--- config.mk ---
export PLATFORM = sky130hd
export DESIGN_NAME = vfj_lane
export DESIGN_NICKNAME = d
export VERILOG_FILES = /design/src/vfj_pkg.sv /design/src/vfj_lane.sv
export SDC_FILE = /design/constraint.sdc
export NUM_CORES = 1
export LEC_CHECK = 0
export BUFFER_PORTS_ARGS = -buffer_cell sky130_fd_sc_hd__buf_2
export CAP_MARGIN = 0
export CORE_UTILIZATION = 45
export DETAILED_ROUTE_END_ITERATION = 10
export PLACE_DENSITY = 0.79
export SETUP_SLACK_MARGIN = 0.2
export SYNTH_ARGS = -nofsm -noshare
export SYNTH_HDL_FRONTEND = slang
export SYNTH_SLANG_ARGS = --single-unit
--- constraint.sdc ---
create_clock -name vclk -period 14.35
set_input_delay 4.305 -clock vclk [all_inputs]
set_output_delay 4.305 -clock vclk [all_outputs]
set_load 0.02 [all_outputs]
--- src/vfj_pkg.sv ---
package vfj_pkg;

    localparam int SAMPLE_BITS = 16;
    localparam int DERIV_BITS  = SAMPLE_BITS + 2;
    localparam int MAX_COLS    = 1024;
    localparam int COL_W       = $clog2(MAX_COLS);
    localparam int ROW_LIMIT   = 4096;
    localparam int ROW_W       = $clog2(ROW_LIMIT);
    localparam int ROWS_CFG_W  = 13;
    localparam int COLS_CFG_W  = 11;
    localparam int CFG_DATA_W  = 13;
    localparam int CFG_IDX_W   = 1;

    localparam logic [CFG_IDX_W-1:0] REG_FRAME_ROWS = 1'd0;
    localparam logic [CFG_IDX_W-1:0] REG_FRAME_COLS = 1'd1;

    localparam int NUM_LANES = 3;
    localparam int SLOT_W    = $clog2(NUM_LANES);
    localparam int LANE_UP   = 0;
    localparam int LANE_LEFT = 1;
    localparam int LANE_LAST = 2;

    typedef struct packed {
        logic signed [SAMPLE_BITS-1:0] u;
        logic signed [SAMPLE_BITS-1:0] v;
    } vec_t;

    typedef struct packed {
        vec_t dx_hi;
        vec_t dx_lo;
        logic dx_one;
        vec_t dy_hi;
        vec_t dy_lo;
        logic dy_one;
    } lane_op_t;

    typedef struct packed {
        logic signed [DERIV_BITS-1:0] du_dx;
        logic signed [DERIV_BITS-1:0] du_dy;
        logic signed [DERIV_BITS-1:0] dv_dx;
        logic signed [DERIV_BITS-1:0] dv_dy;
    } deriv_t;

    typedef struct packed {
        deriv_t           d;
        logic [ROW_W-1:0] row;
        logic [COL_W-1:0] col;
        logic             done;
    } jac_t;

endpackage

--- src/vfj_lane.sv ---
module vfj_lane import vfj_pkg::*; (
    input  lane_op_t op,
    output deriv_t   d
);

    function automatic logic signed [DERIV_BITS-1:0] diff(
        input logic signed [SAMPLE_BITS-1:0] hi,
        input logic signed [SAMPLE_BITS-1:0] lo,
        input logic                          one
    );
        logic signed [SAMPLE_BITS:0] t;
        t = $signed({hi[SAMPLE_BITS-1], hi}) - $signed({lo[SAMPLE_BITS-1], lo});
        return one ? {t, 1'b0} : {t[SAMPLE_BITS], t};
    endfunction

    assign d.du_dx = diff(op.dx_hi.u, op.dx_lo.u, op.dx_one);
    assign d.dv_dx = diff(op.dx_hi.v, op.dx_lo.v, op.dx_one);
    assign d.du_dy = diff(op.dy_hi.u, op.dy_lo.u, op.dy_one);
    assign d.dv_dy = diff(op.dy_hi.v, op.dy_lo.v, op.dy_one);

endmodule

=== Word level (Yosys, flattened, before mapping) ===
Cells that the tools add are included.

* Memories: 0
* Latch bits: 0
* Input port bits: 130
* Memory bits (writable): 0
* Flip-flop bits (word level): 0
* ROM bits: 0

* Multipliers: 0
* Multiplexer cells: 4
* Bitwise gates (word level): 0
* Add/sub/neg operators: 4
* Reduce and logical (&&, ||, !) cells: 0
* Magnitude comparators: 0
* Divide/modulo/power cells: 0
* Equal/unequal tests: 0
* Shifts and indexed selects: 0

{| class="wikitable"
|+ Operators by type and width
! operator !! count
|-
| $mux W17 || 4
|-
| $sub A16 B16 Y17 || 4
|}

=== Depth between registers and ports, before layout ===
* Depth in word-level cells: 2
* Gate-level depth with buffers: 9
* Depth with buffers taken out: 9

=== Worst setup path after synthesis ===
No wires, ideal clock.

* Path kind: input -> output
* Start point: in op[49] (netlist name)
* End point: out d[52] (netlist name)
* Stages on the path: 9
* Arrival time: 6.285 ns
* Required time: 10.045 ns
* Path slack: 3.760 ns
* Buffers on the path: 0
* Path through: inv_1 -> ha_1 -> fa_1 -> nand2b_1 -> a21o_1 -> a21oi_1 -> a31oi_1 -> a221o_1 -> mux2_2

{| class="wikitable"
|+ RTL lines
! element !! RTL line !! RTL
|-
| start: declaration || vfj_lane.sv:2 || <nowiki>input lane_op_t op,</nowiki>
|-
| end: declaration || vfj_lane.sv:3 || <nowiki>output deriv_t d</nowiki>
|}

==> metrics <==
kind of critical path input port to output port; syn_nets 804; Worst Path Arrival 6.58 ns; post-CTS sizing 0; Mapped Cells about 610; Die Area 9340 um^2; Area contributors post-synth ha_1 (20%), inv_1 (7.9%), mux2_2 (7.8%); DR iter-0 viols ~150; Setup crit end kind output port; initial core utilization 0.464; Hold WC Path Type input port to output port; final count of pins violating max slew 0; setup violators final 0; Vias slightly below 5,000; crit path max fanout 3; dpl cells 900; num sequential 0; sequential cell area 0 um^2; register area share after synthesis 0; nets 992; Final Critical Period 10.89 ns; leakage 2.86 nW; drt first pass iters 4; P&R area growth vs syn 26.8%; peak supply drop roughly 0.00004 V; run status finished, final reports clean; share of layout cells above drive strength 1 0.293; Via density around 5.4; clock buffers 0; RSZ-0062 raised after global routing no; final instance area between 5000 and 6000 um^2; Die Wd around 97 um; Least-Margin Pin Slew roughly 0.68 ns; GR Util All Layers 0.234; largest net degree at the start of global routing 37; synth cell count leaders inv_1 (85), ha_1 (64), nand2_1 (62); Final Cycle Share 0.759; power per cell area 61.0 nW/um^2; dominant cell type by area after synthesis ha_1; Post-DP Area 5110 um^2; FP Rows 34; fill count 860; CP Launch Type input port; final WL 11.7 mm; CP required ~10 ns; num ports around 200; number of global-route vias before repair 4,472; die boundary height about 97 um; final setup margin roughly 3.5 ns; Port Buffers just over 200; number of max-cap violations 0; routed length per instance 13.0 um; Post-Layout Cell Count 900; Hold Vio Cnt, Final 0; initial antenna violation count 0; Syn. warnings 0; Synth cell types 44; GR Overflow Total 0; ANT nets after route 0; DRC 0; core area between 8000 and 9000 um^2; end-of-flow core utilization 0.589; Synth top area share 0.199; f_max 0.0919 GHz; Total Neg Setup Slack 0 ns; mapped cell area ~4000 um^2; relative slew slack 0.547; synthesized area per cell around 6.6 um^2; Post-CTS Setup Bufs 0; Final GP Congestion about 0.93; global-route wire length before repair between 15 and 20 mm; pre-CTS setup slack 3.49 ns; hold_buf cts 0; Diodes inserted 0; count leader, synth inv_1; HPWL after DPL 10.2 mm
-- logic make-up after synthesis --
logic type               share of synthesized area
adder cells (fa/ha/maj)                      0.219
AND/OR/NAND/NOR                              0.210
XOR/XNOR                                    0.0913
buffers and inverters                       0.0953
multiplexers                                0.0957
AO/OA/AOI/OAI                                0.289
-- cell type report --
type	count	area, um^2	share of cell area
multi-input cells	505	3640	0.713
repair buffers	202	1010	0.198
inverters	85	319	0.0624
well taps	108	135	0.0264
-- placed cells by master, fill, tap and decap left out, drive strengths merged, types with 2 or more instances in the layout --
| master | netlist | routed |
|---|---|---|
| a211o | 3 | 3 |
| a211oi | 8 | 8 |
| a21o | 12 | 12 |
| a21oi | 59 | 59 |
| a221o | 3 | 3 |
| a31oi | 3 | 3 |
| and2 | 2 | 2 |
| and3 | 7 | 7 |
| buf | 4 | 202 |
| fa | 4 | 4 |
| ha | 64 | 64 |
| inv | 85 | 85 |
| mux2 | 28 | 28 |
| mux2i | 7 | 7 |
| nand2 | 62 | 62 |
| nand2b | 19 | 19 |
| nand3 | 18 | 18 |
| nand4 | 5 | 5 |
| nor2 | 28 | 28 |
| nor2b | 11 | 11 |
| nor3 | 7 | 7 |
| nor4 | 2 | 2 |
| o2111a | 4 | 4 |
| o211a | 4 | 4 |
| o211ai | 9 | 9 |
| o21a | 10 | 10 |
| o21ai | 49 | 49 |
| o21bai | 2 | 2 |
| o221ai | 2 | 2 |
| o22ai | 2 | 2 |
| o31ai | 13 | 13 |
| or3 | 10 | 10 |
| or4 | 2 | 2 |
| xnor2 | 30 | 30 |
| xor2 | 12 | 12 |
-- per-stage QoR --
stage | total power [mW] | hold WS (ns)
floorplan | 0.218 | 8.82
global placement | 0.304 | 9.00
detailed placement | 0.309 | 9.01
CTS | 0.311 | 9.01
global route | 0.339 | 9.04
finish | 0.312 | 9.02
-- path summary, 6_finish.rpt --
| path | from | to | slack [ns] | cells past startpoint |
|---|---|---|---|---|
| max | op[17] | d[50] | 3.46 | 10 |
| min | op[82] | d[54] | 9.02 | 4 |
-- per-layer routing --
layer	up-vias	share of wire	track usage
met5	-	0	0
met4	0	0.019	0.0379
met3	20	0.050	0.0108
met2	165	0.47	0.419
met1	2174	0.46	0.315
li1	2535	-	-
-- worst max-delay path, stage by stage --
cell and delay (ns):
buf_2 0.10, ha_1 0.21, fa_1 0.40, nand2b_1 0.19, a21o_1 0.19, a21o_1 0.18
o31ai_1 0.29, xor2_1 0.13, a2111o_1 0.41, buf_2 0.16
-- power by group --
group | switching (mW) | internal, mW | total, mW
sequential | 0 | 0 | 0
clock | 0 | 0 | 0
combinational | 0.186 | 0.125 | 0.312
total | 0.186 | 0.125 | 0.312
No activity file was read; power rests on OpenSTA's default activity.
