==> src/vfj_pkg.sv <==
package vfj_pkg;

    localparam int SAMPLE_BITS = 16;
    localparam int DERIV_BITS  = SAMPLE_BITS + 2;
    localparam int MAX_COLS    = 1024;
    localparam int COL_W       = $clog2(MAX_COLS);
    localparam int ROW_LIMIT   = 4096;
    localparam int ROW_W       = $clog2(ROW_LIMIT);
    localparam int ROWS_CFG_W  = 13;
    localparam int COLS_CFG_W  = 11;
    localparam int CFG_DATA_W  = 13;
    localparam int CFG_IDX_W   = 1;

    localparam logic [CFG_IDX_W-1:0] REG_FRAME_ROWS = 1'd0;
    localparam logic [CFG_IDX_W-1:0] REG_FRAME_COLS = 1'd1;

    localparam int NUM_LANES = 3;
    localparam int SLOT_W    = $clog2(NUM_LANES);
    localparam int LANE_UP   = 0;
    localparam int LANE_LEFT = 1;
    localparam int LANE_LAST = 2;

    typedef struct packed {
        logic signed [SAMPLE_BITS-1:0] u;
        logic signed [SAMPLE_BITS-1:0] v;
    } vec_t;

    typedef struct packed {
        vec_t dx_hi;
        vec_t dx_lo;
        logic dx_one;
        vec_t dy_hi;
        vec_t dy_lo;
        logic dy_one;
    } lane_op_t;

    typedef struct packed {
        logic signed [DERIV_BITS-1:0] du_dx;
        logic signed [DERIV_BITS-1:0] du_dy;
        logic signed [DERIV_BITS-1:0] dv_dx;
        logic signed [DERIV_BITS-1:0] dv_dy;
    } deriv_t;

    typedef struct packed {
        deriv_t           d;
        logic [ROW_W-1:0] row;
        logic [COL_W-1:0] col;
        logic             done;
    } jac_t;

endpackage

==> src/vfj_if.sv <==


interface vfj_out_if import vfj_pkg::*; ();
    logic                         valid;
    logic                         ready;
    logic signed [DERIV_BITS-1:0] du_dx;
    logic signed [DERIV_BITS-1:0] du_dy;
    logic signed [DERIV_BITS-1:0] dv_dx;
    logic signed [DERIV_BITS-1:0] dv_dy;
    logic [ROW_W-1:0]             out_row;
    logic [COL_W-1:0]             out_col;
    logic                         last_of_run;
    logic                         frame_done;

    modport source (output valid, output du_dx, output du_dy, output dv_dx, output dv_dy,
                    output out_row, output out_col, output last_of_run, output frame_done,
                    input ready);
    modport sink (input valid, input du_dx, input du_dy, input dv_dx, input dv_dy,
                  input out_row, input out_col, input last_of_run, input frame_done,
                  output ready);
endinterface

==> src/vfj_merge.sv <==
module vfj_merge import vfj_pkg::*; (
    input  logic              clk,
    input  logic              rst_n,
    input  logic              load,
    input  jac_t              res [NUM_LANES],
    input  logic [SLOT_W-1:0] last_slot,
    output logic              take,
    vfj_out_if.source         jac_out
);

    jac_t              buf_reg [NUM_LANES];
    logic              valid_reg;
    logic [SLOT_W-1:0] idx_reg;
    logic [SLOT_W-1:0] last_reg;
    logic              fire;
    logic              drain;
    jac_t              slot;

    assign fire  = valid_reg && jac_out.ready;
    assign drain = fire && (idx_reg == last_reg);
    assign take  = !valid_reg || drain;

    always_ff @(posedge clk)
    begin
        if (load && take)
        begin
            buf_reg  <= res;
            last_reg <= last_slot;
        end
    end

    always_ff @(posedge clk or negedge rst_n)
    begin
        if (!rst_n)
        begin
            valid_reg <= 1'b0;
            idx_reg   <= '0;
        end
        else if (load && take)
        begin
            valid_reg <= 1'b1;
            idx_reg   <= '0;
        end
        else if (drain)
        begin
            valid_reg <= 1'b0;
        end
        else if (fire)
        begin
            idx_reg <= idx_reg + 1'b1;
        end
    end

    assign slot                = buf_reg[idx_reg];
    assign jac_out.valid       = valid_reg;
    assign jac_out.du_dx       = slot.d.du_dx;
    assign jac_out.du_dy       = slot.d.du_dy;
    assign jac_out.dv_dx       = slot.d.dv_dx;
    assign jac_out.dv_dy       = slot.d.dv_dy;
    assign jac_out.out_row     = slot.row;
    assign jac_out.out_col     = slot.col;
    assign jac_out.frame_done  = slot.done;
    assign jac_out.last_of_run = (idx_reg == last_reg);

endmodule

==> src/flat_wrapper.sv <==
// flat-port wrapper written by rule: the top's interface ports become plain ports
module vfj_merge_flat import vfj_pkg::*;
  (clk, rst_n, load, res, last_slot, take, jac_out_valid, jac_out_du_dx, jac_out_du_dy, jac_out_dv_dx, jac_out_dv_dy, jac_out_out_row, jac_out_out_col, jac_out_last_of_run, jac_out_frame_done, jac_out_ready);
  vfj_out_if jac_out_i ();
  input  logic clk;
  input  logic rst_n;
  input  logic load;
  input  jac_t res[NUM_LANES];
  input  logic [SLOT_W-1:0] last_slot;
  output logic take;
  output wire logic [$bits(jac_out_i.valid)-1:0] jac_out_valid;
  output wire logic [$bits(jac_out_i.du_dx)-1:0] jac_out_du_dx;
  output wire logic [$bits(jac_out_i.du_dy)-1:0] jac_out_du_dy;
  output wire logic [$bits(jac_out_i.dv_dx)-1:0] jac_out_dv_dx;
  output wire logic [$bits(jac_out_i.dv_dy)-1:0] jac_out_dv_dy;
  output wire logic [$bits(jac_out_i.out_row)-1:0] jac_out_out_row;
  output wire logic [$bits(jac_out_i.out_col)-1:0] jac_out_out_col;
  output wire logic [$bits(jac_out_i.last_of_run)-1:0] jac_out_last_of_run;
  output wire logic [$bits(jac_out_i.frame_done)-1:0] jac_out_frame_done;
  input wire logic [$bits(jac_out_i.ready)-1:0] jac_out_ready;
  assign jac_out_valid = jac_out_i.valid;
  assign jac_out_du_dx = jac_out_i.du_dx;
  assign jac_out_du_dy = jac_out_i.du_dy;
  assign jac_out_dv_dx = jac_out_i.dv_dx;
  assign jac_out_dv_dy = jac_out_i.dv_dy;
  assign jac_out_out_row = jac_out_i.out_row;
  assign jac_out_out_col = jac_out_i.out_col;
  assign jac_out_last_of_run = jac_out_i.last_of_run;
  assign jac_out_frame_done = jac_out_i.frame_done;
  assign jac_out_i.ready = jac_out_ready;
  vfj_merge u_core (.clk(clk), .rst_n(rst_n), .load(load), .res(res), .last_slot(last_slot), .take(take), .jac_out(jac_out_i));
endmodule
==> config.mk <==
export PLATFORM = sky130hd
export DESIGN_NAME = vfj_merge_flat
export DESIGN_NICKNAME = d
export VERILOG_FILES = /design/src/vfj_pkg.sv /design/src/vfj_if.sv /design/src/vfj_merge.sv /design/src/flat_wrapper.sv
export SDC_FILE = /design/constraint.sdc
export NUM_CORES = 1
export LEC_CHECK = 0
export CORE_MARGIN = 1
export CORE_UTILIZATION = 47
export DETAILED_ROUTE_END_ITERATION = 12
export DONT_BUFFER_PORTS = 1
export GPL_TIMING_DRIVEN = 0
export SYNTH_ARGS = -nofsm -noshare
export SYNTH_HDL_FRONTEND = slang
export SYNTH_SLANG_ARGS = --single-unit
==> constraint.sdc <==
create_clock -name clk -period 39.8 [get_ports clk]
set_input_delay 3.98 -clock clk [delete_from_list [all_inputs] [get_ports clk]]
set_output_delay 3.98 -clock clk [all_outputs]
set_load 0.005 [all_outputs]
# == Word-level counts from Yosys, hierarchy flattened ==
# Index checks and enable logic that the tools add are counted.
# classes
add_sub_neg,1
n_mul,0
div_mod_pow,0
order_cmp,1
eq_ne,2
n_shift,0
mux,8
bitwise_logic,1
n_reduce_logical,8
# ops
cell,n
95-bit binary-select mux with 2-bit select,1
95-bit two-way mux,2
2-bit two-way mux,3
2-bit nonzero test,2
"3-bit greater-or-equal comparator, second input constant",1
1-bit logical AND,3
2-bit NOT with 3-bit output,1
"2-bit by 1-bit adder with 2-bit output, second input constant",1
2-bit equality test,1
1-bit two-way mux,2
"2-bit != test, second input constant",1
2-bit AND reduction,1
1-bit logical NOT,1
1-bit logical OR,1
# totals
reg_bits,290
latch_bits,0
ram_bits,0
rom_bits,0
inputBits,291
output_inout_bits,98
mem_count,0

# == Depth between registers and ports, before layout ==
# logic_depth
ltp_word,6
depth_mapped,7
depth_no_buf,3

# == Least setup slack after synthesis ==
# No wires, ideal clock.
# synth_timing
kind,in2reg
start,input port jac_out_ready
end,"register u_core.buf_reg[0] in the netlist's numbering, enable pin"
setup_ns,0.972
arrival_ns,16.670
setup_slack_ns,22.158
stages,2
n_path_buf,0
path_cell_list,a31oi_1 nor2b_1
# synth_between
elab_chain_len,4
# synth_lines
element,line,source
from (decl),flat_wrapper.sv:20,input wire logic [$bits(jac_out_i.ready)-1:0] jac_out_ready;
1-bit logical AND,vfj_merge.sv:19,assign fire = valid_reg && jac_out.ready;
1-bit logical AND,vfj_merge.sv:20,assign drain = fire && (idx_reg == last_reg);
1-bit logical OR,vfj_merge.sv:21,assign take = !valid_reg || drain;
1-bit logical AND,vfj_merge.sv:25,if (load && take)
to (signal assigned),vfj_merge.sv:27,buf_reg <= res;
to (decl),vfj_merge.sv:11,jac_t buf_reg [NUM_LANES];
# Every way passes these cells.
# A chain may end at the register's enable or synchronous reset.

# == Final worst setup path ==
# layout_timing
start,input port jac_out_ready
end,output port take
# layout_between
elab_chain_len,3
# layout_lines
element,line,source
1-bit logical AND,vfj_merge.sv:19,
1-bit logical AND,vfj_merge.sv:20,
1-bit logical OR,vfj_merge.sv:21,
to (decl),flat_wrapper.sv:10,output logic take;
# Every way passes these cells.

==> flow_metrics.py <==
metrics = {
    "run_status": {
        "status": "complete, no violations",
    },
    "drt": {
        "dr.max_layer_used": "met5",
        "drt_wl_total_um": 23040,
        "viasPerCell": 5.503,
        "wl_met2_um": 12050,
        "drt-initial-drc-count": 334,
        "avgRoutedWirePerCell_um": 23.32,
        "wl_met3_um": 2105,
        "vias": 5437,
        "drc_errors": 0,
        "ant_nets": 0,
        "wl_met1_um": 8012,
        "drt-pass1-iter-count": 4,
    },
    "final_layout": {
        "fin_util": 0.5461,
        "ff_latch_area_mm2": 0.008693,
        "drive_gt1_frac": 0.1138,
        "final_net_count": 962,
        "multiInputGateArea_mm2": 0.001947,
        "syn_to_final_growth_pct": 13.64,
        "largest_reg_flops": 285,
        "fillers": 1797,
    },
    "floorplanning": {
        "core_area_mm2": 0.02264,
        "fp-row-count": 55,
        "dieArea_mm2": 0.02376,
        "start_util": 0.4806,
        "die-height_um": 154.2,
        "io_pins": 389,
        "fp.dieW_um": 154.2,
    },
    "global_route": {
        "grtUsageTotal": 0.1872,
        "antenna_found_initial": 9,
        "grt_pass1_vias": 5613,
        "grt-ovfl-total": 0,
        "grt_pass1_wl_um": 33190,
        "grt_start_max_net_pins": 40,
    },
    "timing": {
        "worst_pin_slew_ps": 537.0,
        "layout_min_cycle_time_ps": 8413,
        "setup_viol": 0,
        "hold_viol_final": 0,
        "fmax_mhz": 118.9,
        "fin_skew_ps": 22.30,
        "holdWs_ps": 646.7,
        "final_min_period_over_clock_period": 0.2114,
        "final_max_slew_viol_count": 0,
        "setup_tns_ps": 0,
        "grt_setup_unrepaired": "false",
        "setup_slack_ps": 31390,
        "slew_headroom": 0.6413,
    },
    "synth": {
        "yosysSeqAreaShare": 0.7990,
        "postSynth.asyncResetShare": 0.01034,
        "synth-main-ff-cell": "edfxtp_1",
        "ys_types": 27,
        "syn-num-nets": 922,
        "synthesis.area_mm2": 0.01088,
        "synth_edf_count": 287,
        "synth.ff_latch_count": 290,
        "yosys_warnings": 0,
        "synthCells": 631,
        "synth.avg_cell_area_um2": 17.24,
    },
    "critical_path": {
        "critPathTopFamily": "compound AO/OA/AOI/OAI gates",
        "cp_slowest_stage_delay_ps": 290,
        "r2r_slack_ps": 37160,
        "arrival_ps": 4430,
        "crit_path_end_kind": "primary output",
        "cp_cell_sequence": "a31oi_1 -> inv_1",
        "critPathRequiredTime_ps": 35820,
        "crit_type": "input pin to primary output",
        "critPathMaxFanout": 3,
        "slowest_stage": "a31oi_1",
        "start_kind": "input pin",
        "critPathBufInv": 1,
    },
    "placed_design": {
        "dp_worst_setup_slack_ps": 31400,
        "gp_congestion": 0.7892,
        "dp_hpwl_um": 16610,
        "io_buffers": 0,
    },
    "clocking": {
        "cts_sinks": 290,
        "clk_latency_ps": 540,
        "cts.root.buffer_cell": "clkbuf_16",
        "cts_hold_buf": 0,
        "clkTransAtPathRegs_ps": 60,
        "cts_buffers": 29,
        "cts_resized": 0,
        "h-tree-depth": 1,
        "cts_setup_buffers": 0,
        "cts_tree": "done",
        "cts_buffer_depth": 3,
    },
    "flow_run": {
        "cap_violations": 0,
    },
    "power_and_ir_drop": {
        "p_leak_nw": 4.172,
        "ir_drop_v": 0.00004276,
        "powerDensity_mw_per_mm2": 73.97,
    },
    "worst_hold_path": {
        "hold_path_class": "flip-flop to flip-flop",
    },
}
[logic make-up after synthesis]
family | Yosys count | synth area share
mux | 95 | 0.08740
buf+inv | 37 | 0.02277
simple gates | 105 | 0.03818
compound gates | 102 | 0.04864
xor+xnor | 2 | 0.004026
flops | 290 | 0.7990
[path summary, 6_finish.rpt]
| path | from | end | cells past startpoint |
|---|---|---|---|
| min in group asynchronous | rst_n | u_core.jac_out.valid$_DFFE_PN0P_ | 0 |
| setup reg to reg | u_core.idx_reg[0]$_DFFE_PN0P_ | u_core.buf_reg[33]$_DFFE_PP_ | 8 |
| hold reg to reg | u_core.last_reg[1]$_DFFE_PP_ | u_core.idx_reg[1]$_DFFE_PN0P_ | 2 |
| max in group asynchronous | rst_n | u_core.idx_reg[0]$_DFFE_PN0P_ | 0 |
| hold / removal | u_core.last_reg[1]$_DFFE_PP_ | u_core.idx_reg[1]$_DFFE_PN0P_ | 2 |
| setup / recovery | jac_out_ready | take | 2 |
[cell usage after synthesis (2+ instances only)]
cell type / n / area, µm²
inv_1: 4 / 15.01
buf_4: 5 / 37.54
nor2b_1: 2 / 12.51
clkbuf_1: 9 / 33.78
buf_6: 9 / 101.4
mux2i_1: 95 / 950.9
dfrtp_1: 3 / 75.07
buf_2: 9 / 45.04
edfxtp_1: 287 / 8618
nand2_1: 97 / 364.1
o21ai_1: 95 / 475.5
[report_power, final]
part	internal, mW	switching [mW]	leakage, nW
Clock	0.146	0.108	0.449
Combinational	0.0871	0.159	1.06
Sequential	0.401	0.0134	2.66
[area by class of cell]
| cell class | count | area share |
|---|---|---|
| Sequential cell | 290 | 0.7031 |
| Multi-Input combinational cell | 304 | 0.1575 |
| Clock buffer | 33 | 0.05991 |
| Tap cell | 285 | 0.02884 |
| Buffer | 33 | 0.01882 |
| Timing Repair Buffer | 9 | 0.01639 |
| Clock inverter | 21 | 0.01245 |
| Antenna cell | 9 | 0.001821 |
| Inverter | 4 | 0.001214 |
[per-layer routing]
layer	track usage	vias up
met5	0	-
met4	0.08476	2
met3	0.06539	54
met2	0.3346	293
met1	0.1981	2597
li1	-	2491
[stage by stage]
stage | instance area, µm² | cells | total power, mW
final | 12360 | 988 | 0.9146
after global routing | 12360 | 987 | 0.9571
after CTS | 12340 | 979 | 0.9278
after detailed placement | 11450 | 925 | 0.6727
after global placement | 11240 | 916 | 0.6943
after floorplan | 10880 | 631 | 0.6261
[layout by cell type, fill, tap and decap left out, types with 2 or more instances in the layout]
master / instances
diode_2: 9
inv_1: 4
clkinv_2: 10
buf_6: 9
o21ai_1: 95
clkbuf_1: 13
buf_16: 3
edfxtp_1: 287
buf_12: 6
clkinv_1: 7
buf_4: 5
mux2i_1: 95
bufinv_16: 2
dfrtp_1: 3
buf_2: 9
nand2_1: 97
clkbuf_16: 29
(Power assumes the default switching activity.)
